[src/hdl/cimpm_pkg.sv]
// Shared constants, types and the case-folding function of the matcher.
// Used by every module of the block; depends on nothing.
package cimpm_pkg;

    localparam int SLOTS      = 32;
    localparam int MAX_LEN    = 16;

    localparam int SLOT_W     = 5;
    localparam int POS_W      = 4;
    localparam int PCHAR_W    = 8;
    localparam int PLEN_W     = 5;
    localparam int CHAR_W     = 16;

    localparam int LEN_W      = $clog2(MAX_LEN + 1);
    localparam int CHAR_IDX_W = (MAX_LEN > 1) ? $clog2(MAX_LEN) : 1;
    localparam int IDX_W      = (SLOTS > 1) ? $clog2(SLOTS) : 1;

    localparam int S_TDATA_W  = 40;
    localparam int M_TDATA_W  = 8;

    localparam logic [CHAR_W-1:0] UPPER_A     = 16'h0041;
    localparam logic [CHAR_W-1:0] UPPER_Z     = 16'h005A;
    localparam logic [CHAR_W-1:0] CASE_OFFSET = 16'd32;

    typedef enum logic {
        ACT_WRITE = 1'b0,
        ACT_SCAN  = 1'b1
    } t_action;

    // One word as it moves down the cell chain.
    typedef struct packed {
        logic                             valid;
        t_action                          action;
        logic [SLOT_W-1:0]                slot;
        logic [POS_W-1:0]                 pos;
        logic [PCHAR_W-1:0]               pchar;
        logic [LEN_W-1:0]                 plen;
        logic [MAX_LEN-1:0][CHAR_W-1:0]   win;
        logic [LEN_W-1:0]                 seen;
        logic                             last;
        logic                             hit;
    } t_item;

    function automatic logic [CHAR_W-1:0] fold_char(input logic [CHAR_W-1:0] ch);
        fold_char = ((ch >= UPPER_A) && (ch <= UPPER_Z)) ? ch + CASE_OFFSET : ch;
    endfunction

endpackage

[src/hdl/cimpm_tail.sv]
// End of the chain: keeps the sticky hit of the current name, holds the
// result word and derives the chain advance. Depends on cimpm_pkg.
module cimpm_tail (
    input  logic             i_clk,
    input  logic             i_rst_n,
    input  cimpm_pkg::t_item i_item,
    input  logic             i_m_ready,
    output logic             o_en,
    output logic             o_m_valid,
    output logic             o_matched
);

    logic r_sticky, r_out_valid, r_matched;
    logic is_scan, need_out;

    assign is_scan  = i_item.valid && (i_item.action == cimpm_pkg::ACT_SCAN);
    assign need_out = is_scan && i_item.last;
    // The chain stalls only when a result arrives at a full, unread output.
    assign o_en     = !(need_out && r_out_valid && !i_m_ready);

    always_ff @(posedge i_clk) begin
        if (!i_rst_n) begin
            r_sticky    <= 1'b0;
            r_out_valid <= 1'b0;
        end else begin
            if (o_en && is_scan) begin
                r_sticky <= i_item.last ? 1'b0 : (r_sticky | i_item.hit);
            end
            if (o_en && need_out) begin
                r_out_valid <= 1'b1;
            end else if (i_m_ready) begin
                r_out_valid <= 1'b0;
            end
        end
    end

    always_ff @(posedge i_clk) begin
        if (o_en && need_out) begin
            r_matched <= r_sticky | i_item.hit;
        end
    end

    assign o_m_valid = r_out_valid;
    assign o_matched = r_matched;

endmodule

[config.mk]
export PLATFORM = sky130hd
export DESIGN_NAME = cimpm_tail
export DESIGN_NICKNAME = d
export VERILOG_FILES = /design/src/hdl/cimpm_pkg.sv /design/src/hdl/cimpm_tail.sv
export SDC_FILE = /design/constraint.sdc
export NUM_CORES = 1
export LEC_CHECK = 0
export BUFFER_PORTS_ARGS = -buffer_cell sky130_fd_sc_hd__buf_4
export CAP_MARGIN = 25
export CORE_AREA = 2 2 115 117
export CTS_CLUSTER_SIZE = 30
export DETAILED_ROUTE_END_ITERATION = 8
export DIE_AREA = 0 0 117 119
export GPL_TIMING_DRIVEN = 1
export HOLD_SLACK_MARGIN = 0.1
export PLACE_DENSITY = 0.44
export SYNTH_ARGS = -nofsm -noshare
export SYNTH_HDL_FRONTEND = slang
export SYNTH_SLANG_ARGS = --single-unit
[constraint.sdc]
create_clock -name i_clk -period 0.95 [get_ports i_clk]
set_input_delay 0.1425 -clock i_clk [delete_from_list [all_inputs] [get_ports i_clk]]
set_output_delay 0.1425 -clock i_clk [all_outputs]
set_load 0.005 [all_outputs]
== Word-level counts from Yosys, hierarchy flattened ==
Index checks and enable logic that the tools add are counted.
Word-level totals
  register bits: 3
  latch bits: 0
  output and inout bits: 3
  bits of input ports: 290
  bits in read-only memories: 0
  bits in writable memories: 0
  memories: 0
Operators by class
  order comparisons: 0
  shift operators: 0
  bitwise operators: 1
  $mul: 0
  reduce and logical (&&, ||, !) cells: 9
  add/subtract/negate cells: 0
  eq/ne operators: 0
  muxes and demuxes: 3
  divide/modulo/power cells: 0
Operators with widths (number)
  logical AND 1 bit: 6
  2-to-1 mux 1 bit: 3
  logical NOT 1 bit: 2
  nonzero test 2 bit: 1
  OR 1 bit: 1

== Logic depth before layout (Yosys ltp) ==
  depth after elaboration: 7
  gate-level depth with buffers: 3
  depth with buffers taken out: 3

== Worst setup path after synthesis ==
OpenSTA, ideal clock, no wires.
  path kind: reg2reg
  from: reg r_out_valid (netlist: o_m_valid)
  to: reg r_matched (netlist: o_matched) (enable)
  cell stages (with the launch flop): 3
  required time: 652 ps
  arrival time: 542 ps
  library setup time: 298 ps
  setup slack: 110 ps
  path buffers: 0
  path through: dfxtp_1 -> nor2b_1 -> nor2_1
On the way
  longest elaborated chain between the ends: 4
RTL lines
  start: declaration: RTL line cimpm_tail.sv:13  | logic r_sticky, r_out_valid, r_matched;
  start signal: assignment: RTL line cimpm_tail.sv:24  | r_out_valid <= 1'b0;
  start signal: assignment: RTL line cimpm_tail.sv:30  | r_out_valid <= 1'b1;
  start signal: assignment: RTL line cimpm_tail.sv:32  | r_out_valid <= 1'b0;
  logical AND 1 bit (2 in a row): RTL line cimpm_tail.sv:19  | assign o_en = !(need_out && r_out_valid && !i_m_ready);
  logical NOT 1 bit: RTL line cimpm_tail.sv:19
  logical AND 1 bit: RTL line cimpm_tail.sv:38  | if (o_en && need_out) begin
  end signal: assignment: RTL line cimpm_tail.sv:39  | r_matched <= r_sticky | i_item.hit;
  end: declaration: RTL line cimpm_tail.sv:13
No other way between the ends.
A chain may end at the register's enable or synchronous reset.

== Worst setup path in the final report ==
  from: reg r_out_valid (netlist: o_m_valid)
  to: out o_en
On the way
  longest elaborated chain between the ends: 3
RTL lines
  logical AND 1 bit (2 in a row): RTL line cimpm_tail.sv:19
  logical NOT 1 bit: RTL line cimpm_tail.sv:19
  end: declaration: RTL line cimpm_tail.sv:8  | output logic o_en,
No other way between the ends.

==> results.cfg <==
[timing]
finalSetupViolCount = 2
final.setup.worst_slack_ns = -0.1284
relSlewSlack = 0.8728
final_tns_setup_ns = -0.1773
worstMarginPinSlew_ns = 0.1903
min_period_ns = 1.078
timing.final.hold_violations = 0
slew_violations = 0
max_clock_freq_mhz = 927.3
grt_setup_unrepaired = yes
setup_skew_after_layout_ns = 0.0001284
fin_hold_ws_ns = 0.1425
finalCritPeriodShare = 1.135

[place]
dp_worst_setup_slack_ns = -0.05402
detailed_place.area_um2 = 434.2
dp_hpwl_um = 667.8
gp_congestion = 0.6209
dp_cells = 201
port-buffer-count = 9

[critical_path]
required_time_at_the_worst_slack_endpoint_ns = 0.81
crit_chain = nor2b_4, nand4_1, buf_4
regToRegStartpoint = o_m_valid$_SDFFE_PN0P_
path_max_fanout = 2
worst_r2r_path_depth = 3
r2r-end = o_matched$_DFFE_PP_
regToRegSetupSlack_ns = 0.02
cp-start-kind = register
crit_path_max_incr_delay_ns = 0.31
critical_path_arrival_ns = 0.94
cp-end-kind = primary output
cp_slowest_cell = dfxtp_2
path_delay_family = flip-flops
setup.worst_path.class = register to primary output
critical_path.n_buffers_inverters = 1

[yosys]
netlist-cell-type-count = 14
synth_area_um2 = 138.9
syn-num-nets = 305
main_combinational_cell_family_by_area_after_synthesis = simple AND/OR/NAND/NOR gates
synth.yosys.seq_area_share = 0.5045
synth-xor-area-share = 0
share_of_the_synthesized_area_in_compound_gates_ao_oa_aoi_oai = 0.1351
yosys.area_share.adder = 0
syn-instance-count = 15
muxShareOfSynthArea = 0
ys_warn_count = 0
syn-mean-instance-area_um2 = 9.259
synth_simple_gate_area_frac = 0.3604
synth_seq_cells = 3

[min_path]
worstHoldPathType = input pin to register
min_delay_path_depth = 2
hold_path.startpoint = i_rst_n
hold-path-endpoint = o_m_valid$_SDFFE_PN0P_

[finish]
area_growth_syn_to_layout_pct = 299.1
regArea_um2 = 71.32
nets = 322
post-route-cell-area_um2 = 554.3
area_taken_by_multi_input_logic_gates_um2 = 86.33
diodes_inserted = 0
drive_gt1_frac = 0.6452
utilization = 0.04305
fill_cells = 1516
layout.cells.non_filler = 207

[route]
route.vias.total = 178
remaining_drc_errors = 0
ant_nets = 0
dr.first_iter.drc_count = 1
detailed_route_vias_per_instance = 0.8599
routed_wire_length_per_instance_um = 3.995
detail_route.wirelength_um = 827
detail_route.first_pass.iterations = 2

[clock_tree]
clockBufferDepth = 2
cts_made_buffers = 3
cts.hold.buffers_added = 0
tritoncts_num_sinks = 3
clockRootBuffer = clkbuf_16
cts.reportedPaths.clkPinSlew_ns = 0.03
clk-insertion-delay-late_ns = 0.22
cts_htree_levels = 1
cts_tree = built

[pwr]
static-leakage-power_nw = 0.1520
report.power.total_mw = 0.8761
swShare = 0.1644
power_switching_mw = 0.1440
clock_power_share = 0.769
max-vdd-ir-drop_uv = 395.2
combPwrFrac = 0.069
power_density_nw_per_um2 = 1581
share_seq_of_total_power = 0.162
p_int_mw = 0.7321

[floorplan]
fp-row-count = 42
die_width_um = 117
floorplan.core_area_um2 = 12870
start_util = 0.01079
die_area_um2 = 13920
ios = 293
die_h_um = 119

[grt]
wire_length_of_the_first_global_routing_pass_mm = 1.248
global_route.overflow_total = 0
grt_busiest_layer = met4
met2_track_demand_over_resource_in_global_routing = 0.02276
largest_net_degree_at_the_start_of_global_routing = 5
global_route.usage.met3 = 0.008142
grtUsageMet1 = 0.009583
grt_pass1_vias = 219
grt_util_all_layers = 0.01492
antenna_violations_before_repair = 0

[run_status]
run_status = complete, but fails checks
failed_checks = negative setup slack

[job]
max_cap_violations = 0
-- flip-flops by register name (all words and copies together) (netlist names) --
register	cells
o_m_valid	1
o_matched	1
r_sticky	1
-- cells by family (layout without fill, tap and decap cells) --
logic type	after synthesis	count (layout)
AND/OR/NAND/NOR	9	9
AO/OA/AOI/OAI	3	3
buffers and inverters	0	16
flip-flops	3	3
-- Yosys cell counts --
master,instances,area share
and2_1,1,0.045
nand2b_1,1,0.045
a21boi_1,1,0.054
nand3_1,1,0.036
edfxtp_1,1,0.22
nor2b_1,1,0.045
or2_2,1,0.045
o21ai_0,1,0.036
dfxtp_1,2,0.29
or2_0,1,0.045
a31oi_1,1,0.045
nand2_1,1,0.027
nor2_1,1,0.027
nand4_1,1,0.045
-- area by class of cell --
class	instances	share of cell area
clock buffers	4	0.1422
flip-flops and latches	3	0.1287
well taps	176	0.3973
repair buffers	12	0.1761
multi-input cells	12	0.1558
-- worst max path at each step --
stage / slack [ns] / cells after the start / from / endpoint
floorplan: 0.11 / 2 / o_m_valid$_SDFFE_PN0P_ / o_matched$_DFFE_PP_
global placement: -0.05 / 3 / o_m_valid$_SDFFE_PN0P_ / o_en
detailed placement: -0.05 / 3 / o_m_valid$_SDFFE_PN0P_ / o_en
CTS: -0.14 / 3 / o_m_valid$_SDFFE_PN0P_ / o_en
global route: -0.19 / 3 / o_m_valid$_SDFFE_PN0P_ / o_en
finish: -0.13 / 3 / o_m_valid$_SDFFE_PN0P_ / o_en
-- what timing repair did --
action	4_1_cts	5_1_grt
pin swaps	2	2
resized for setup	5	3
setup buffers	1	2
endpoints found under the setup margin	2	3
-- layer usage --
| layer | routed length, um | up-vias |
|---|---|---|
| met2 | 432 | 8 |
| met1 | 241 | 81 |
| met5 | 0 | - |
| met4 | 61 | 0 |
| met3 | 92 | 4 |
| li1 | - | 85 |
-- power groups by stage --
stage	combinational (mW)	clock, mW	sequential (mW)
3_5_place_dp	0.0483	0	0.143
3_3_place_gp	0.0470	0	0.143
5_1_grt	0.0669	0.704	0.142
2_1_floorplan	0.0135	0	0.143
6_report	0.0602	0.674	0.142
4_1_cts	0.0542	0.685	0.142
-- layout by cell type, fill, tap and decap left out --
| master | instances |
|---|---|
| nor2b_4 | 1 |
| dfxtp_2 | 1 |
| o21ai_1 | 1 |
| buf_4 | 10 |
| buf_6 | 2 |
| clkbuf_1 | 1 |
| a31oi_1 | 1 |
| edfxtp_1 | 1 |
| dfxtp_1 | 1 |
| or2_2 | 1 |
| nand3_1 | 1 |
| a21boi_1 | 1 |
| nand2b_4 | 1 |
| nand2_1 | 1 |
| or2_0 | 1 |
| nand4_1 | 1 |
| clkbuf_16 | 3 |
| and2_1 | 1 |
| nor2_2 | 1 |
No activity file was read; power rests on OpenSTA's default activity.
