--- src/hdl/cimpm_pkg.sv ---
// Shared constants, types and the case-folding function of the matcher.
// Used by every module of the block; depends on nothing.
package cimpm_pkg;

    localparam int SLOTS      = 32;
    localparam int MAX_LEN    = 16;

    localparam int SLOT_W     = 5;
    localparam int POS_W      = 4;
    localparam int PCHAR_W    = 8;
    localparam int PLEN_W     = 5;
    localparam int CHAR_W     = 16;

    localparam int LEN_W      = $clog2(MAX_LEN + 1);
    localparam int CHAR_IDX_W = (MAX_LEN > 1) ? $clog2(MAX_LEN) : 1;
    localparam int IDX_W      = (SLOTS > 1) ? $clog2(SLOTS) : 1;

    localparam int S_TDATA_W  = 40;
    localparam int M_TDATA_W  = 8;

    localparam logic [CHAR_W-1:0] UPPER_A     = 16'h0041;
    localparam logic [CHAR_W-1:0] UPPER_Z     = 16'h005A;
    localparam logic [CHAR_W-1:0] CASE_OFFSET = 16'd32;

    typedef enum logic {
        ACT_WRITE = 1'b0,
        ACT_SCAN  = 1'b1
    } t_action;

    // One word as it moves down the cell chain.
    typedef struct packed {
        logic                             valid;
        t_action                          action;
        logic [SLOT_W-1:0]                slot;
        logic [POS_W-1:0]                 pos;
        logic [PCHAR_W-1:0]               pchar;
        logic [LEN_W-1:0]                 plen;
        logic [MAX_LEN-1:0][CHAR_W-1:0]   win;
        logic [LEN_W-1:0]                 seen;
        logic                             last;
        logic                             hit;
    } t_item;

    function automatic logic [CHAR_W-1:0] fold_char(input logic [CHAR_W-1:0] ch);
        fold_char = ((ch >= UPPER_A) && (ch <= UPPER_Z)) ? ch + CASE_OFFSET : ch;
    endfunction

endpackage

--- src/hdl/cimpm_head.sv ---
// Front of the chain: unpacks input words, keeps the folded window of recent
// name characters and its fill count. Depends on cimpm_pkg.
module cimpm_head (
    input  logic                           i_clk,
    input  logic                           i_rst_n,
    input  logic                           i_en,
    input  logic                           i_valid,
    input  logic [cimpm_pkg::S_TDATA_W-1:0] i_data,
    input  logic                           i_user,
    input  logic                           i_last,
    output cimpm_pkg::t_item               o_item
);

    logic [cimpm_pkg::MAX_LEN-1:0][cimpm_pkg::CHAR_W-1:0] r_win, n_win, win_next;
    logic [cimpm_pkg::LEN_W-1:0]   r_seen, n_seen, seen_next;
    cimpm_pkg::t_item              r_item, n_item;
    logic                          accept;
    logic [cimpm_pkg::CHAR_W-1:0]  name_fold;
    logic [cimpm_pkg::PCHAR_W-1:0] pat_fold;
    logic [cimpm_pkg::PLEN_W-1:0]  plen_in;

    assign accept = i_valid && i_en;

    always_comb begin
        name_fold = cimpm_pkg::fold_char(i_data[37:22]);
        pat_fold  = cimpm_pkg::PCHAR_W'(cimpm_pkg::fold_char({8'h00, i_data[16:9]}));
        plen_in   = i_data[21:17];

        win_next[0] = name_fold;
        for (int k = 1; k < cimpm_pkg::MAX_LEN; k++) begin
            win_next[k] = r_win[k-1];
        end
        seen_next = (r_seen == cimpm_pkg::LEN_W'(cimpm_pkg::MAX_LEN)) ?
                    r_seen : r_seen + cimpm_pkg::LEN_W'(1);

        n_item.valid  = accept;
        n_item.action = cimpm_pkg::t_action'(i_user);
        n_item.slot   = i_data[4:0];
        n_item.pos    = i_data[8:5];
        n_item.pchar  = pat_fold;
        n_item.plen   = (32'(plen_in) > cimpm_pkg::MAX_LEN) ?
                        cimpm_pkg::LEN_W'(cimpm_pkg::MAX_LEN) :
                        cimpm_pkg::LEN_W'(plen_in);
        n_item.win    = win_next;
        n_item.seen   = seen_next;
        n_item.last   = i_last;
        n_item.hit    = 1'b0;

        n_win  = r_win;
        n_seen = r_seen;
        if (accept && (n_item.action == cimpm_pkg::ACT_SCAN)) begin
            if (i_last) begin
                n_win  = '0;
                n_seen = '0;
            end else begin
                n_win  = win_next;
                n_seen = seen_next;
            end
        end
    end

    always_ff @(posedge i_clk) begin
        if (!i_rst_n) begin
            r_win        <= '0;
            r_seen       <= '0;
            r_item.valid <= 1'b0;
        end else begin
            r_win  <= n_win;
            r_seen <= n_seen;
            if (i_en) begin
                r_item <= n_item;
            end
        end
    end

    assign o_item = r_item;

endmodule

--- config.mk ---
export PLATFORM = sky130hd
export DESIGN_NAME = cimpm_head
export DESIGN_NICKNAME = d
export VERILOG_FILES = /design/src/hdl/cimpm_pkg.sv /design/src/hdl/cimpm_head.sv
export SDC_FILE = /design/constraint.sdc
export NUM_CORES = 1
export LEC_CHECK = 0
export BUFFER_PORTS_ARGS = -buffer_cell sky130_fd_sc_hd__buf_2
export CAP_MARGIN = 10
export CORE_MARGIN = 2
export CORE_UTILIZATION = 35
export DETAILED_ROUTE_END_ITERATION = 16
export REMOVE_ABC_BUFFERS = 1
export SLEW_MARGIN = 20
export SYNTH_ARGS = -nofsm -noshare
export SYNTH_HDL_FRONTEND = slang
export SYNTH_SLANG_ARGS = --single-unit
export TNS_END_PERCENT = 20
--- constraint.sdc ---
create_clock -name i_clk -period 10.1 [get_ports i_clk]
set_input_delay 1.515 -clock i_clk [delete_from_list [all_inputs] [get_ports i_clk]]
set_output_delay 1.515 -clock i_clk [all_outputs]
set_load 0.005 [all_outputs]
=== Word-level counts from Yosys, hierarchy flattened ===
Index checks and enable logic that the tools add are counted.

* Flip-flop bits (word level): 531
* Output and inout bits: 287
* Word-level logic and storage cells: 59

* $add $sub $neg: 3
* Order comparisons: 5
* Equal/unequal tests: 1
* Mux-type cells: 5
* Reduce and logical (&&, ||, !) cells: 5

{| class="wikitable"
|+ Operator list
! cell !! number
|-
| 240-bit 2-to-1 mux || 1
|-
| 16-bit by 6-bit adder with 16-bit output, second input constant || 1
|-
| 16-bit by 7-bit >= comparator with 1-bit output, second input constant || 1
|-
| 16-bit by 7-bit <= comparator with 1-bit output, second input constant || 1
|-
| 16-bit 2-to-1 mux || 1
|-
| 5-bit 2-to-1 mux || 2
|-
| 8-bit by 6-bit adder with 8-bit output, second input constant || 1
|-
| 8-bit by 7-bit >= comparator with 1-bit output, second input constant || 1
|-
| 8-bit by 7-bit <= comparator with 1-bit output, second input constant || 1
|-
| 8-bit 2-to-1 mux || 1
|-
| 5-bit by 1-bit adder with 5-bit output, second input constant || 1
|-
| 5-bit equality test, second input constant || 1
|-
| 5-bit greater-than comparator, second input constant || 1
|-
| 1-bit logical AND || 4
|-
| 2-bit AND reduction || 1
|}

=== Depth between registers and ports, before layout ===
* Word-level depth: 4
* Depth in mapped cells: 7
* Depth with buffers taken out: 6

=== Worst setup path before layout ===
No wires, ideal clock.

* Kind: input to register
* Start: in i_rst_n
* End: reg r_item (netlist bit o_item[100]), enable pin
* Arrival time: 8225 ps
* Setup slack: 1192 ps
* Cell stages on the path: 2
* Buffers on the path: 1
* Cell sequence: clkbuf_1 -> and2_1

* Longest elaborated chain between the ends: 1

{| class="wikitable"
|+ RTL lines
! element !! RTL line !! source
|-
| from (decl) || cimpm_head.sv:5 || <nowiki>input logic i_rst_n,</nowiki>
|-
| 2-bit AND reduction (no line) || -- ||
|-
| to (signal assigned) || cimpm_head.sv:71 || <nowiki>r_item <= n_item;</nowiki>
|-
| to (decl) || cimpm_head.sv:16 || <nowiki>cimpm_pkg::t_item r_item, n_item;</nowiki>
|}

Every way passes these cells.
A chain may end at the register's enable or synchronous reset.

=== Worst setup path after layout ===
* Start: in i_last
* End: reg r_win (netlist bit n_item[106])

* Longest elaborated chain between the ends: 1

{| class="wikitable"
|+ RTL lines
! element !! RTL line !! source
|-
| from (decl) || cimpm_head.sv:10 || <nowiki>input logic i_last,</nowiki>
|-
| 240-bit 2-to-1 mux || cimpm_head.sv:52 || <nowiki>if (i_last) begin</nowiki>
|-
| to (signal assigned) || cimpm_head.sv:68 || <nowiki>r_win <= n_win;</nowiki>
|-
| to (decl) || cimpm_head.sv:14 || <nowiki>logic [cimpm_pkg::MAX_LEN-1:0][cimpm_pkg::CHAR_W-1:0] r_win, n_win, win_next;</nowiki>
|}

Every way passes these cells.

==> results.json <==
{
  "cts_resized": 0,
  "synthesis.area_mm2": 0.0189,
  "synthSimpleGateAreaFrac": 0.184,
  "first_pass_iters": 7,
  "vias": 11463,
  "yosys_register_bits": 531,
  "crit_start": "i_last",
  "maxCapViolations": 0,
  "grt_max_degree": 204,
  "wl_mm": 39.8,
  "drt-initial-drc-count": 646,
  "synthXorXnorAreaFrac": 0.00186,
  "ys.warnings.count": 0,
  "crit_path_start_kind": "primary input",
  "fin_area_mm2": 0.0229,
  "dpl.cell_count": 2347,
  "fmax_mhz": 280,
  "cts-buffers-inserted": 54,
  "r2r_end": "r_seen[0]",
  "synth-seq-area-share": 0.714,
  "worst_setup_path_end_kind": "register",
  "core-area_mm2": 0.0536,
  "syn_inst": 1429,
  "cp_slowest_cell": "buf_4",
  "r2r_cells": 6,
  "grt_pass1_vias": 10985,
  "ioPinCount": 333,
  "grt_overflow": 0,
  "rrSetupSlack_ns": 8.67,
  "cp-endpoint": "n_item[106]",
  "synth-compound-area-share": 0.0715,
  "multi_input_area_mm2": 0.00494,
  "cts.path.max_buffers": 3,
  "setup_tns_ns": 0,
  "synth_top_family_by_area": "simple AND/OR/NAND/NOR gates",
  "post_dp_cell_area_mm2": 0.0211,
  "antenna_left": 0,
  "cts_setup_buffers": 0,
  "path_cells": "clkbuf_8 -> buf_4 -> buf_4 -> nor3b_1 -> a21oi_1 -> nor2b_1",
  "final_common_cell": "buf_2",
  "cp_data_arrival_time_ns": 4.04,
  "drive_gt1_frac": 0.245,
  "cts_tree": "done",
  "p_seq_frac": 0.520,
  "crit_type": "in2reg",
  "p_clk_frac": 0.443,
  "post_drt_wl_per_cell_um": 16.3,
  "yosys.area.top_type": "edfxtp_1",
  "finalMaxSlewViolations": 0,
  "ir_drop_uv": 120,
  "register_area_mm2": 0.0135,
  "rsz0062_at_grt": "no",
  "htree_levels": 2,
  "critPathBufInv": 3,
  "drc": 0,
  "layout_common_cells": "buf_2, edfxtp_1, nor2b_1, dfxtp_1, a21oi_1",
  "hold_class": "reg2reg",
  "path_clk_slew_ns": 0.06,
  "clk_latency_ns": 0.58,
  "fill_cells": 4982,
  "worst_ep_required_time_ns": 10.57,
  "timing.final.crit_share": 0.354,
  "clock-root-buffer": "clkbuf_16",
  "num_rows": 85,
  "synth_fa_ha_area_frac": 0.00265,
  "avgSynthCellArea_um2": 13.2,
  "p_comb_frac": 0.038,
  "p_per_area_mw_per_mm2": 195,
  "synthMuxAreaShare": 0.000530,
  "dp_slack_ns": 5.85,
  "synth_top_area_share": 0.453,
  "grt_pass1_wl_mm": 62.4,
  "grt_antenna_before_repair": 2,
  "cp_top_family": "buffers and inverters",
  "grtUsageTotal": 0.139,
  "hold_ws_ns": 0.431,
  "worstReg2RegStart": "r_seen[0]",
  "cp.depth": 6,
  "worstPathMaxFanout": 106,
  "routed_via_density": 4.68,
  "setup_violations": 0,
  "maxSlewHeadroom": 0.226,
  "period_minus_slack_ns": 3.57,
  "tightest_slew_ns": 1.16,
  "die_w_um": 236,
  "hold_buffers": 0,
  "io_buffers": 329,
  "p_leak_nw": 7.91,
  "gp_congestion": 0.737,
  "cpMostUsedCell": "buf_4",
  "power_switching_uw": 934,
  "die_h_um": 236,
  "worst_slack_ns": 6.53,
  "nNetsFinal": 1758,
  "place_hpwl_mm": 23.7,
  "switching_share": 0.209,
  "layout-area-overhead-vs-synth_pct": 21.2,
  "stdcell_count": 2450,
  "synth_area_leaders": "edfxtp_1, dfxtp_1, nor3b_1",
  "initial_utilization": 0.352,
  "ys_types": 39,
  "worst_clock_skew_ns": 0.0102,
  "outcome": "finished clean",
  "cts_num_sinks": 531,
  "hold_viol_final": 0,
  "cpPeakStageDelay_ns": 0.79,
  "dieArea_mm2": 0.0558,
  "internal-power_mw": 3.54
}
## power groups by stage
stage	logic, mW	clock network, mW	registers, mW
finish	0.169	1.98	2.32
CTS	0.172	2.04	2.32
floorplan	0.0534	0	2.39
detailed placement	0.172	0	2.37
global route	0.184	2.13	2.33
global placement	0.170	0	2.37
## cell families after synthesis
group / after synthesis
fa+ha+maj: 4
simple gates: 507
mux: 1
compound gates: 259
xor+xnor: 4
flops: 531
buf+inv: 122
other cells: 1
## stage by stage
step | total power, mW | util
floorplan | 2.44 | -
global placement | 2.54 | 0.393
detailed placement | 2.54 | 0.393
CTS | 4.53 | 0.426
global route | 4.64 | 0.427
finish | 4.47 | 0.427
## cell type report
| type | count | share of cell area |
|---|---|---|
| inverter | 4 | 0.000656 |
| clock buffer | 84 | 0.0701 |
| multi-input combinational | 776 | 0.216 |
| clock inverter | 17 | 0.00760 |
| sequential | 531 | 0.589 |
| tap | 696 | 0.0380 |
| antenna | 1 | 0.000109 |
| timing repair buffer | 341 | 0.0787 |
## worst reg2reg max path, stage by stage, from the launching register on
cell	delay [ns]
dfxtp_1	0.42
inv_1	0.09
ha_1	0.19
and4bb_2	0.25
a21oi_1	0.15
nor2_1	0.06
o21a_1	0.17
## layer usage
metal	global-route usage	share of wire	vias to the layer above
met1	0.184	0.45	5516
met5	0	0.00033	-
met4	0.0395	0.021	2
li1	-	-	5643
met3	0.0385	0.056	60
met2	0.223	0.47	242
## synthesized netlist by cell type, drive strengths merged
| cell type | count |
|---|---|
| nand2 | 3 |
| o2111ai | 1 |
| nor2b | 246 |
| or4 | 1 |
| o41a | 2 |
| nor3b | 238 |
| edfxtp | 285 |
| a22oi | 3 |
| nand3 | 3 |
| o21ai | 1 |
| a32o | 2 |
| a22o | 1 |
| a21o | 2 |
| dfxtp | 246 |
| nor4b | 2 |
| ha | 4 |
| conb | 1 |
| and2 | 2 |
| nor3 | 1 |
| o21a | 1 |
| xnor2 | 4 |
| inv | 4 |
| nor2 | 3 |
| o211ai | 1 |
| and3 | 1 |
| and4bb | 1 |
| a21oi | 243 |
| clkbuf | 103 |
| a32oi | 1 |
| buf | 15 |
| mux2i | 1 |
| nor4 | 4 |
| or2 | 2 |
| o22ai | 1 |
## state kept, by name, summed over array words and instances (netlist names)
signal  count
r_seen      5
o_item    286
n_item    240
## worst min path at each step
stage                startpoint     endpoint  slack [ns]  cells past startpoint
floorplan           n_item[247]  o_item[247]        0.41                      0
global placement    n_item[247]  o_item[247]        0.41                      0
detailed placement  n_item[255]  o_item[255]        0.42                      0
CTS                 n_item[255]  o_item[255]        0.43                      0
global route        n_item[257]  o_item[257]        0.44                      0
finish              n_item[255]  o_item[255]        0.43                      0
Note: power is estimated with default switching activity, not from simulation.
