## src/hdl/cimpm_pkg.sv

```systemverilog
// Shared constants, types and the case-folding function of the matcher.
// Used by every module of the block; depends on nothing.
package cimpm_pkg;

    localparam int SLOTS      = 32;
    localparam int MAX_LEN    = 16;

    localparam int SLOT_W     = 5;
    localparam int POS_W      = 4;
    localparam int PCHAR_W    = 8;
    localparam int PLEN_W     = 5;
    localparam int CHAR_W     = 16;

    localparam int LEN_W      = $clog2(MAX_LEN + 1);
    localparam int CHAR_IDX_W = (MAX_LEN > 1) ? $clog2(MAX_LEN) : 1;
    localparam int IDX_W      = (SLOTS > 1) ? $clog2(SLOTS) : 1;

    localparam int S_TDATA_W  = 40;
    localparam int M_TDATA_W  = 8;

    localparam logic [CHAR_W-1:0] UPPER_A     = 16'h0041;
    localparam logic [CHAR_W-1:0] UPPER_Z     = 16'h005A;
    localparam logic [CHAR_W-1:0] CASE_OFFSET = 16'd32;

    typedef enum logic {
        ACT_WRITE = 1'b0,
        ACT_SCAN  = 1'b1
    } t_action;

    // One word as it moves down the cell chain.
    typedef struct packed {
        logic                             valid;
        t_action                          action;
        logic [SLOT_W-1:0]                slot;
        logic [POS_W-1:0]                 pos;
        logic [PCHAR_W-1:0]               pchar;
        logic [LEN_W-1:0]                 plen;
        logic [MAX_LEN-1:0][CHAR_W-1:0]   win;
        logic [LEN_W-1:0]                 seen;
        logic                             last;
        logic                             hit;
    } t_item;

    function automatic logic [CHAR_W-1:0] fold_char(input logic [CHAR_W-1:0] ch);
        fold_char = ((ch >= UPPER_A) && (ch <= UPPER_Z)) ? ch + CASE_OFFSET : ch;
    endfunction

endpackage

```

## src/hdl/cimpm_cell.sv

```systemverilog
// One pattern slot: stores its folded characters and length, compares them
// with the window of the passing word and forwards the word. Depends on cimpm_pkg.
module cimpm_cell (
    input  logic                         i_clk,
    input  logic                         i_rst_n,
    input  logic                         i_en,
    input  logic [cimpm_pkg::IDX_W-1:0]  i_slot_index,
    input  cimpm_pkg::t_item             i_item,
    output cimpm_pkg::t_item             o_item
);

    logic [cimpm_pkg::PCHAR_W-1:0]    r_chars [cimpm_pkg::MAX_LEN];
    logic [cimpm_pkg::LEN_W-1:0]      r_len;
    cimpm_pkg::t_item                 r_item, n_item;
    logic                             wr, all_ok, slot_hit;
    logic [cimpm_pkg::CHAR_IDX_W-1:0] d;

    assign wr = i_en && i_item.valid && (i_item.action == cimpm_pkg::ACT_WRITE) &&
                (32'(i_item.slot) == 32'(i_slot_index)) &&
                (32'(i_item.pos) < cimpm_pkg::MAX_LEN);

    // Pattern character j lines up with window entry len-1-j.
    always_comb begin
        all_ok = 1'b1;
        d      = '0;
        for (int j = 0; j < cimpm_pkg::MAX_LEN; j++) begin
            d = cimpm_pkg::CHAR_IDX_W'(r_len - cimpm_pkg::LEN_W'(1) - cimpm_pkg::LEN_W'(j));
            if ((cimpm_pkg::LEN_W'(j) < r_len) &&
                ({{(cimpm_pkg::CHAR_W-cimpm_pkg::PCHAR_W){1'b0}}, r_chars[j]} !=
                 i_item.win[d])) begin
                all_ok = 1'b0;
            end
        end
        slot_hit = (r_len != '0) && (r_len <= i_item.seen) && all_ok;

        n_item     = i_item;
        n_item.hit = i_item.hit | slot_hit;
    end

    always_ff @(posedge i_clk) begin
        if (!i_rst_n) begin
            r_len <= '0;
        end else if (wr) begin
            r_len <= i_item.plen;
        end
    end

    always_ff @(posedge i_clk) begin
        if (wr) begin
            for (int k = 0; k < cimpm_pkg::MAX_LEN; k++) begin
                if (32'(i_item.pos) == k) begin
                    r_chars[k] <= i_item.pchar;
                end
            end
        end
    end

    always_ff @(posedge i_clk) begin
        if (!i_rst_n) begin
            r_item.valid <= 1'b0;
        end else if (i_en) begin
            r_item <= n_item;
        end
    end

    assign o_item = r_item;

endmodule

```

## config.mk

```make
export PLATFORM = sky130hd
export DESIGN_NAME = cimpm_cell
export DESIGN_NICKNAME = d
export VERILOG_FILES = /design/src/hdl/cimpm_pkg.sv /design/src/hdl/cimpm_cell.sv
export SDC_FILE = /design/constraint.sdc
export NUM_CORES = 1
export LEC_CHECK = 0
export ABC_AREA = 1
export BUFFER_PORTS_ARGS = -buffer_cell sky130_fd_sc_hd__buf_2
export CAP_MARGIN = 5
export CORE_MARGIN = 1
export CORE_UTILIZATION = 33
export CTS_BUF_LIST = sky130_fd_sc_hd__clkbuf_16
export CTS_CLUSTER_DIAMETER = 80
export DETAILED_ROUTE_END_ITERATION = 16
export HOLD_SLACK_MARGIN = 0.08
export SYNTH_ARGS = -nofsm -noshare
export SYNTH_HDL_FRONTEND = slang
export SYNTH_SLANG_ARGS = --single-unit
export TNS_END_PERCENT = 100
```

## constraint.sdc

```tcl
create_clock -name i_clk -period 6.8 [get_ports i_clk]
set_input_delay 1.02 -clock i_clk [delete_from_list [all_inputs] [get_ports i_clk]]
set_output_delay 1.02 -clock i_clk [all_outputs]
set_load 0.005 [all_outputs]
```

## Yosys cells after proc, flatten, opt, wreduce, memory -nomap -nowiden

Memory sizes are Yosys's and may differ from the RTL's.
Cells that the tools add are included.

| word-level totals | value |
|---|---|
| register bits after elaboration | 292 |
| latch bits | 0 |
| RAM bits | 128 |
| ROM bits | 0 |
| bits of input ports | 295 |
| memories kept | 1 |

Memory list:

| name | words | width | read ports | clocked after memory_dff | wr ports | line | text |
|---|---|---|---|---|---|---|---|
| r_chars | 16 | 8 | 16 | 0 | 1 | cimpm_cell.sv:12 | `logic [cimpm_pkg::PCHAR_W-1:0] r_chars [cimpm_pkg::MAX_LEN];` |

| operators by class | value |
|---|---|
| $add $sub $neg | 16 |
| $mul | 0 |
| div/mod/pow operators | 0 |
| $lt $le $gt $ge | 33 |
| eq/ne operators | 32 |
| shift-type cells | 0 |
| mux-type cells | 141 |
| bitwise logic cells | 2 |
| reduce and logical (&&, ||, !) cells | 39 |

Operators with widths:

| kind | count |
|---|---|
| $bmux W16 S4 | 16 |
| $mux W16 | 16 |
| $ne A8 B16 Y1 | 16 |
| $mux W8 | 15 |
| $reduce_or A8 Y1 | 15 |
| $lt A4 B5 Y1 const B | 16 |
| $mux W1 | 79 |
| $mux W4 | 15 |
| $lt A4 B5 Y1 const A | 8 |
| $eq A4 B4 Y1 const B | 8 |
| $sub A4 B4 Y4 const B | 8 |
| $logic_and A1 B1 Y1 | 21 |
| $lt A3 B5 Y1 const A | 4 |
| $eq A4 B3 Y1 const B | 4 |
| $sub A4 B3 Y4 const B | 4 |
| $lt A1 B5 Y1 const A | 2 |
| $lt A2 B5 Y1 const A | 2 |
| $eq A4 B2 Y1 const B | 2 |
| $sub A4 B1 Y4 const B | 2 |
| $sub A4 B2 Y4 const B | 2 |
| $eq A5 B5 Y1 | 1 |
| $le A5 B5 Y1 | 1 |
| $reduce_bool A5 Y1 | 1 |
| $eq A4 B1 Y1 const B | 1 |
| 4 further kinds | 4 |

## Longest topological paths before layout

Gate-level depths: netlist of run 1.

| depth | value |
|---|---|
| depth in word-level cells | 23 |
| mapped depth | 31 |

## Worst setup path after synthesis of run 1

No wires, ideal clock.

| path | value |
|---|---|
| kind | input-to-reg |
| from | in i_rst_n |
| to | reg r_item, in the netlist o_item[0], enable pin |
| setup time | 0.636 ns |
| arrival time | 6.535 ns |
| required time | 6.164 ns |
| setup slack | -0.371 ns |
| stages | 2 |
| path buffers | 0 |
| cell sequence | nand2_1 > inv_1 |

| on the way | value |
|---|---|
| word-level cells in the longest chain between the ends | 1 |

RTL lines:

| what | line | text |
|---|---|---|
| start: declaration | cimpm_cell.sv:5 | `input logic i_rst_n,` |
| $reduce_and A2 Y1 (no line) | - |  |
| end signal: assignment | cimpm_cell.sv:62 | `r_item <= n_item;` |
| end: declaration | cimpm_cell.sv:14 | `cimpm_pkg::t_item r_item, n_item;` |

Every way passes these cells.
A chain may end at the register's enable or synchronous reset.

==> impl_metrics.csv, run 1 <==
group,metric,value,unit
status,status,"finished, final reports clean",
cts,cts_tree,"done",
synth,synthCells,4039,
cts,post_cts_resized,0,
grt,grt_max_degree,221,
synth,syn_area,28300,sq um
synth,synth-edff-count,414,
finish,finish.instance_area,33500,sq um
grt,grt_pass1_vias,26300,
floorplan,die_y,295,um
grt,track_usage,28.2,%
run,cap_violations,0,
finish,seqCellArea,12600,sq um
synth,synth-seq-cells,420,
placement,portBuffers,581,
floorplan,dieArea,86800,sq um
cts,clk_pin_slew,0.06,ns
synth,syn_avg_cell_area,6.99,sq um
worst_setup_path,startpoint_type,"flop",
route,remaining_drc_errors,0,
synth,syn_nets,4347,
cts,cts_sinks,420,
timing,slew_headroom,16.3,%
route,final_antenna_net_count,0,
timing,drv_slew,0,
hold_path,worstHoldStart,"o_item[286]$_SDFFE_PN0P_",
worst_setup_path,crit_path_max_fanout,92,
grt,grt_overflow,0,
placement,hpwl,96.6,mm
finish,nets,4808,
timing,fin_tns_setup,0,ns
worst_setup_path,worstPathRequired,7.28,ns
floorplan,io_pins,582,
grt,antenna_found_initial,12,
route,dr_total_vias,29800,
route,vias_per_cell,5.25,
synth,synth_top_flop_cell,"edfxtp_1",
cts,cts_root_buf,"clkbuf_16",
worst_setup_path,critical_path_class,"flop to flop",
route,drt_iter0_markers,3813,
cts,cts_buffers,52,
hold_path,hp-class,"flop to flop",
worst_setup_path,startpoint,"r_len[0]$_SDFFE_PN0P_",
finish,area_growth,18.7,%
floorplan,core_region_area,84200,sq um
route,drtPass1Iterations,6,
worst_setup_path,crit_path_end_kind,"flop",
cts,insertion_delay,0.64,ns
placement,dpl_cell_area,31800,sq um
cts,clk_path_buf_depth,3,
power_and_ir_drop,vdd_drop_max,0.000188,V
grt,grt_pass1_wl,177,mm
placement,gp_congestion,1.00,
timing,fmax,187,MHz
timing,worst_pin_slew,1.25,ns
synth,synth_cell_types,45,
timing,hold_viol_final,0,
worst_setup_path,cp_data_arrival_time,5.82,ns
finish,multiInputGateArea,13600,sq um
cts,cts_setup_buffers,0,
cts,ctsHoldBuffers,0,
route,avgRoutedWirePerCell,22.1,um
cts,htreeDepth,2,
timing,period_share,78.5,%
power_and_ir_drop,powerDensity,210,nW/um^2
timing,rsz0062_at_grt,"false",
timing,setup_viol_count_final,0,
power_and_ir_drop,leakage,16.3,nW
floorplan,die_w,295,um
synth,yosysWarnings,0,
timing,period_minus_slack,5.34,ns
timing,clock_skew,0.0363,ns
route,routed_wl,126,mm
finish,drive_above_1_share,16.0,%
synth,yosysSeqAreaShare,44.4,%
synth,synthArstFlopShare,0,%
worst_setup_path,r2r_start,"r_len[0]$_SDFFE_PN0P_",
finish,fillers,8803,
floorplan,start_util,33.5,%
floorplan,num_rows,106,
routing by layer:
| metal | share of wire [%] | global-route usage [%] |
|---|---|---|
| met5 | 0.029 | 0 |
| met4 | 5.1 | 12.9 |
| met3 | 9.8 | 5.17 |
| met2 | 46 | 46.9 |
| met1 | 39 | 35.4 |
where the power goes:
| group | total (mW) | internal, mW | switching, mW |
|---|---|---|---|
| clock | 2.85 | 1.64 | 1.21 |
| combinational | 1.19 | 0.361 | 0.831 |
| sequential | 3.00 | 2.98 | 0.0258 |
| total | 7.04 | 4.98 | 2.06 |
critical path, cell delays in order, from the launching register on:
cell and delay, ns:
dfxtp_4 0.59, inv_8 0.27, ha_1 0.34, inv_1 0.09, nand2_2 0.07, nand2_2 0.69
buf_4 0.62, nand2_2 0.09, nand2_2 0.72, nand2_1 0.21, nand3_1 0.16, nand3_1 0.11
nand2_1 0.10, nand2_1 0.11, nor2_1 0.20, nand3_1 0.12, nand2_1 0.07, nand2_1 0.05
nor2_1 0.09, nand2_1 0.06, nor2_1 0.12, nand2_1 0.07, nand2_1 0.05
logic make-up after synthesis:
group | after synthesis | synth area share (%)
adders and majority gates | 13 | 0.576
buffers and inverters | 464 | 7.40
muxes | 1 | 0.0354
AOI/OAI and AO/OA | 231 | 4.43
xor gates and xnor gates | 16 | 0.523
DFF | 420 | 44.4
and+or+nand+nor | 2894 | 42.6
sequential cells by signal (all words and copies together), names as in the netlist:
register	flops
o_item	287
r_len	5
r_chars	128
per-stage QoR:
stage	hold WS (ns)	utilization, %	power [mW]	cells	worst slack (ns)
final	0.476	39.8	7.04	5678	1.46
after global routing	0.519	39.8	7.30	5675	1.11
after CTS	0.481	39.8	7.08	5675	1.65
after detailed placement	0.470	37.7	4.23	5580	1.69
after global placement	0.465	37.7	4.22	5580	1.68
after floorplan	0.464	-	3.67	4039	1.03
final timing paths:
kind	endpoint	slack (ns)	depth (start not counted)
worst max-delay path	o_item[0]$_DFFE_PP_	1.46	22
worst min-delay path	o_item[286]$_SDFFE_PN0P_	0.48	2
worst max register to register	o_item[0]$_DFFE_PP_	1.46	22
worst min register to register	o_item[286]$_SDFFE_PN0P_	0.48	2
Yosys cell counts (all sizes together) (7+ instances only):
cell type,instances,area [sq um]
clkbuf,36,135
nand2,2025,7670
a21oi,16,80.1
inv,262,991
nor2,138,537
xor2,7,68.8
nor3,8,40.0
ha,13,163
nand4,28,175
o211ai,31,233
nand3,641,3220
xnor2,9,78.8
buf,163,955
o21ai,178,895
edfxtp,414,12400
nand3b,43,323
placed cells by master, fill, tap and decap left out, types with 18 or more instances in the layout:
master and n:
buf_4 21, buf_2 581, edfxtp_1 414, o21ai_1 35
nand2_1 2001, o211ai_1 31, nor2_1 136, inv_1 264
nand4_1 28, nand3_1 639, clkbuf_16 52, nand2_2 18
nand3b_1 43, o21ai_0 142
cell type report:
type | instances | share of cell area (%)
flip-flops and latches | 420 | 37.4
clock buffers | 52 | 3.88
inverters | 265 | 3.02
repair buffers | 606 | 9.38
well taps | 1134 | 4.23
clock inverters | 43 | 1.32
diodes | 3 | 0.0224
multi-input cells | 3155 | 40.7
Power figures use the tool's default switching activity.
==> run 2, diff against run 1 <==
==> constraint.sdc (replaced) <==
create_clock -name i_clk -period 4.67 [get_ports i_clk]
set_input_delay 0.7005 -clock i_clk [delete_from_list [all_inputs] [get_ports i_clk]]
set_output_delay 0.7005 -clock i_clk [all_outputs]
set_load 0.005 [all_outputs]
==> run 2 against run 1 <==
Against the previous run:
- critical path depth down 3
- highest routed layer unchanged
- die area did not move
- fmax is 30% higher
- cell area is 1.1% higher
- first-iteration DRC count shrank 16%
- cell count is 0.81% higher
- largest cell class unchanged
- worst setup slack worse by 0.90 ns
- register-to-register slack worse by 0.90 ns
==> impl_metrics.csv, run 2 (synthesis results as in run 1) <==
group,metric,value,unit
status,status,"finished, final reports clean",
cts,ctsHoldBuffers,0,
finish,largest_register_ff_count,287,
route,routed_wl,124,mm
placement,dpl_cell_area,32200,sq um
timing,drv_slew,0,
grt,antenna_found_initial,7,
worst_setup_path,critPathMaxStageDelay,0.81,ns
cts,clk_path_buf_depth,3,
route,drtPass1Iterations,6,
worst_setup_path,slowest_stage,"buf_4",
finish,drive_above_1_share,16.7,%
finish,final_cell_mix,"nand2_1 (2,000), nand3_1 (639), buf_2 (581)",
placement,gp_congestion,1.03,
worst_setup_path,crit_path_end_kind,"flop",
timing,rsz0062_at_grt,"false",
floorplan,num_rows,106,
placement,hpwl,97.7,mm
finish,area_growth,19.9,%
cts,post_cts_resized,0,
power_and_ir_drop,pwr-share-clk,39.1,%
worst_setup_path,worstPathRequired,5.16,ns
placement,dp.cells,5625,
worst_setup_path,r2r_start,"r_len[0]$_SDFFE_PN0P_",
power_and_ir_drop,p_sw_share,28.8,%
finish,finish.instance_area,33900,sq um
finish,post-route-util,40.2,%
route,remaining_drc_errors,0,
timing,setup_viol_count_final,0,
timing,fin_tns_setup,0,ns
hold_path,hp-class,"input port to flop",
floorplan,dieArea,86800,sq um
power_and_ir_drop,vdd_drop_max,0.000256,V
timing,slew_headroom,23.0,%
grt,track_usage,27.9,%
cts,cts_tree,"done",
timing,clock_skew,0.0127,ns
run,cap_violations,0,
finish,final_common_cell,"nand2_1",
cts,htreeDepth,2,
timing,hold_viol_final,0,
timing,period_minus_slack,4.11,ns
route,avgRoutedWirePerCell,21.7,um
finish,nets,4853,
cts,cts_sinks,420,
cts,insertion_delay,0.63,ns
route,dr_total_vias,29600,
finish,fin_cells,5724,
timing,worst_pin_slew,1.14,ns
grt,grt_pass1_wl,176,mm
worst_setup_path,startpoint_type,"flop",
floorplan,start_util,33.5,%
placement,portBuffers,581,
hold_path,worstHoldStart,"i_item[1]",
worst_setup_path,crit_path_frequent_cell,"nand2_1",
cts,cts_root_buf,"clkbuf_16",
cts,clk_pin_slew,0.06,ns
grt,grt_pass1_vias,26500,
grt,grt_max_degree,230,
floorplan,die_y,295,um
worst_setup_path,crit_path_max_fanout,121,
floorplan,core_region_area,84200,sq um
power_and_ir_drop,seqPwrFrac,43.5,%
worst_setup_path,path_cells,"buf_4 -> nand2_1 -> nand2_4 -> buf_4 -> buf_4 -> nand2_1 -> o21ai_0 -> nand4_1 -> nand3_1 -> o21ai_1 -> nor2_1 -> nand2_1 -> nor2_1 -> nand2_1 -> nand2_1 -> nand2_1 -> nor2_1 -> nand2_1 -> nand2_1",
power_and_ir_drop,leakage,16.5,nW
worst_setup_path,startpoint,"r_len[0]$_SDFFE_PN0P_",
route,drt_iter0_markers,3215,
worst_setup_path,cp_data_arrival_time,4.61,ns
floorplan,die_w,295,um
power_and_ir_drop,p_sw,2.90,mW
timing,period_share,88.1,%
timing,fmax,243,MHz
cts,cts_setup_buffers,0,
cts,cts_buffers,52,
power_and_ir_drop,p_int,7.16,mW
grt,grt_overflow,0,
power_and_ir_drop,powerDensity,297,nW/um^2
route,final_antenna_net_count,0,
timing,holdWs,0.241,ns
route,vias_per_cell,5.17,
worst_setup_path,critical_path_class,"flop to flop",
power_and_ir_drop,p_comb_share,17.4,%
floorplan,io_pins,582,
[run 2: power by group through the flow]
stage | Sequential, mW | Combinational, mW | Clock [mW]
6_report | 4.37 | 1.75 | 3.93
5_1_grt | 4.39 | 1.92 | 4.13
4_1_cts | 4.38 | 1.74 | 4.00
3_5_place_dp | 4.45 | 1.73 | 0
3_3_place_gp | 4.45 | 1.73 | 0
2_1_floorplan | 4.50 | 0.843 | 0
[run 2: per-layer routing]
layer	part of all wire [%]	routed length [um]	GRT usage, %
met1	40	50100	35.2
met5	0.016	20	0
met3	7.9	9790	4.30
met4	5.4	6760	13.5
met2	46	57500	46.4
[run 2: final timing paths]
kind / endpoint / slack, ns / cells after the start
min: o_item[1]$_DFFE_PP_ / 0.24 / 1
max reg2reg: o_item[0]$_DFFE_PP_ / 0.56 / 19
min reg2reg: o_item[286]$_SDFFE_PN0P_ / 0.49 / 2
max: o_item[0]$_DFFE_PP_ / 0.56 / 19
[run 2: layout make-up]
class / count / area [sq um]
diodes: 3 / 7.51
flip-flops and latches: 420 / 12600
repair buffers: 651 / 3570
clock buffers: 53 / 1330
clock inverters: 43 / 334
fillers: 8760 / 50300
well taps: 1134 / 1420
inverters: 265 / 1010
multi-input cells: 3155 / 13700
[run 2: per-stage QoR]
stage / setup slack [ns] / power [mW]
3_5_place_dp: 0.598 / 6.18
4_1_cts: 0.577 / 10.1
2_1_floorplan: -0.738 / 5.34
3_3_place_gp: 0.592 / 6.18
5_1_grt: 0.182 / 10.4
6_report: 0.558 / 10.1
[run 2: critical path: cells and delay by family (launching register included)]
family	cells	cell delay, ns
buffers and inverters	3	1.39
and+or+nand+nor	14	1.80
DFF	1	0.38
AOI/OAI and AO/OA	2	0.37
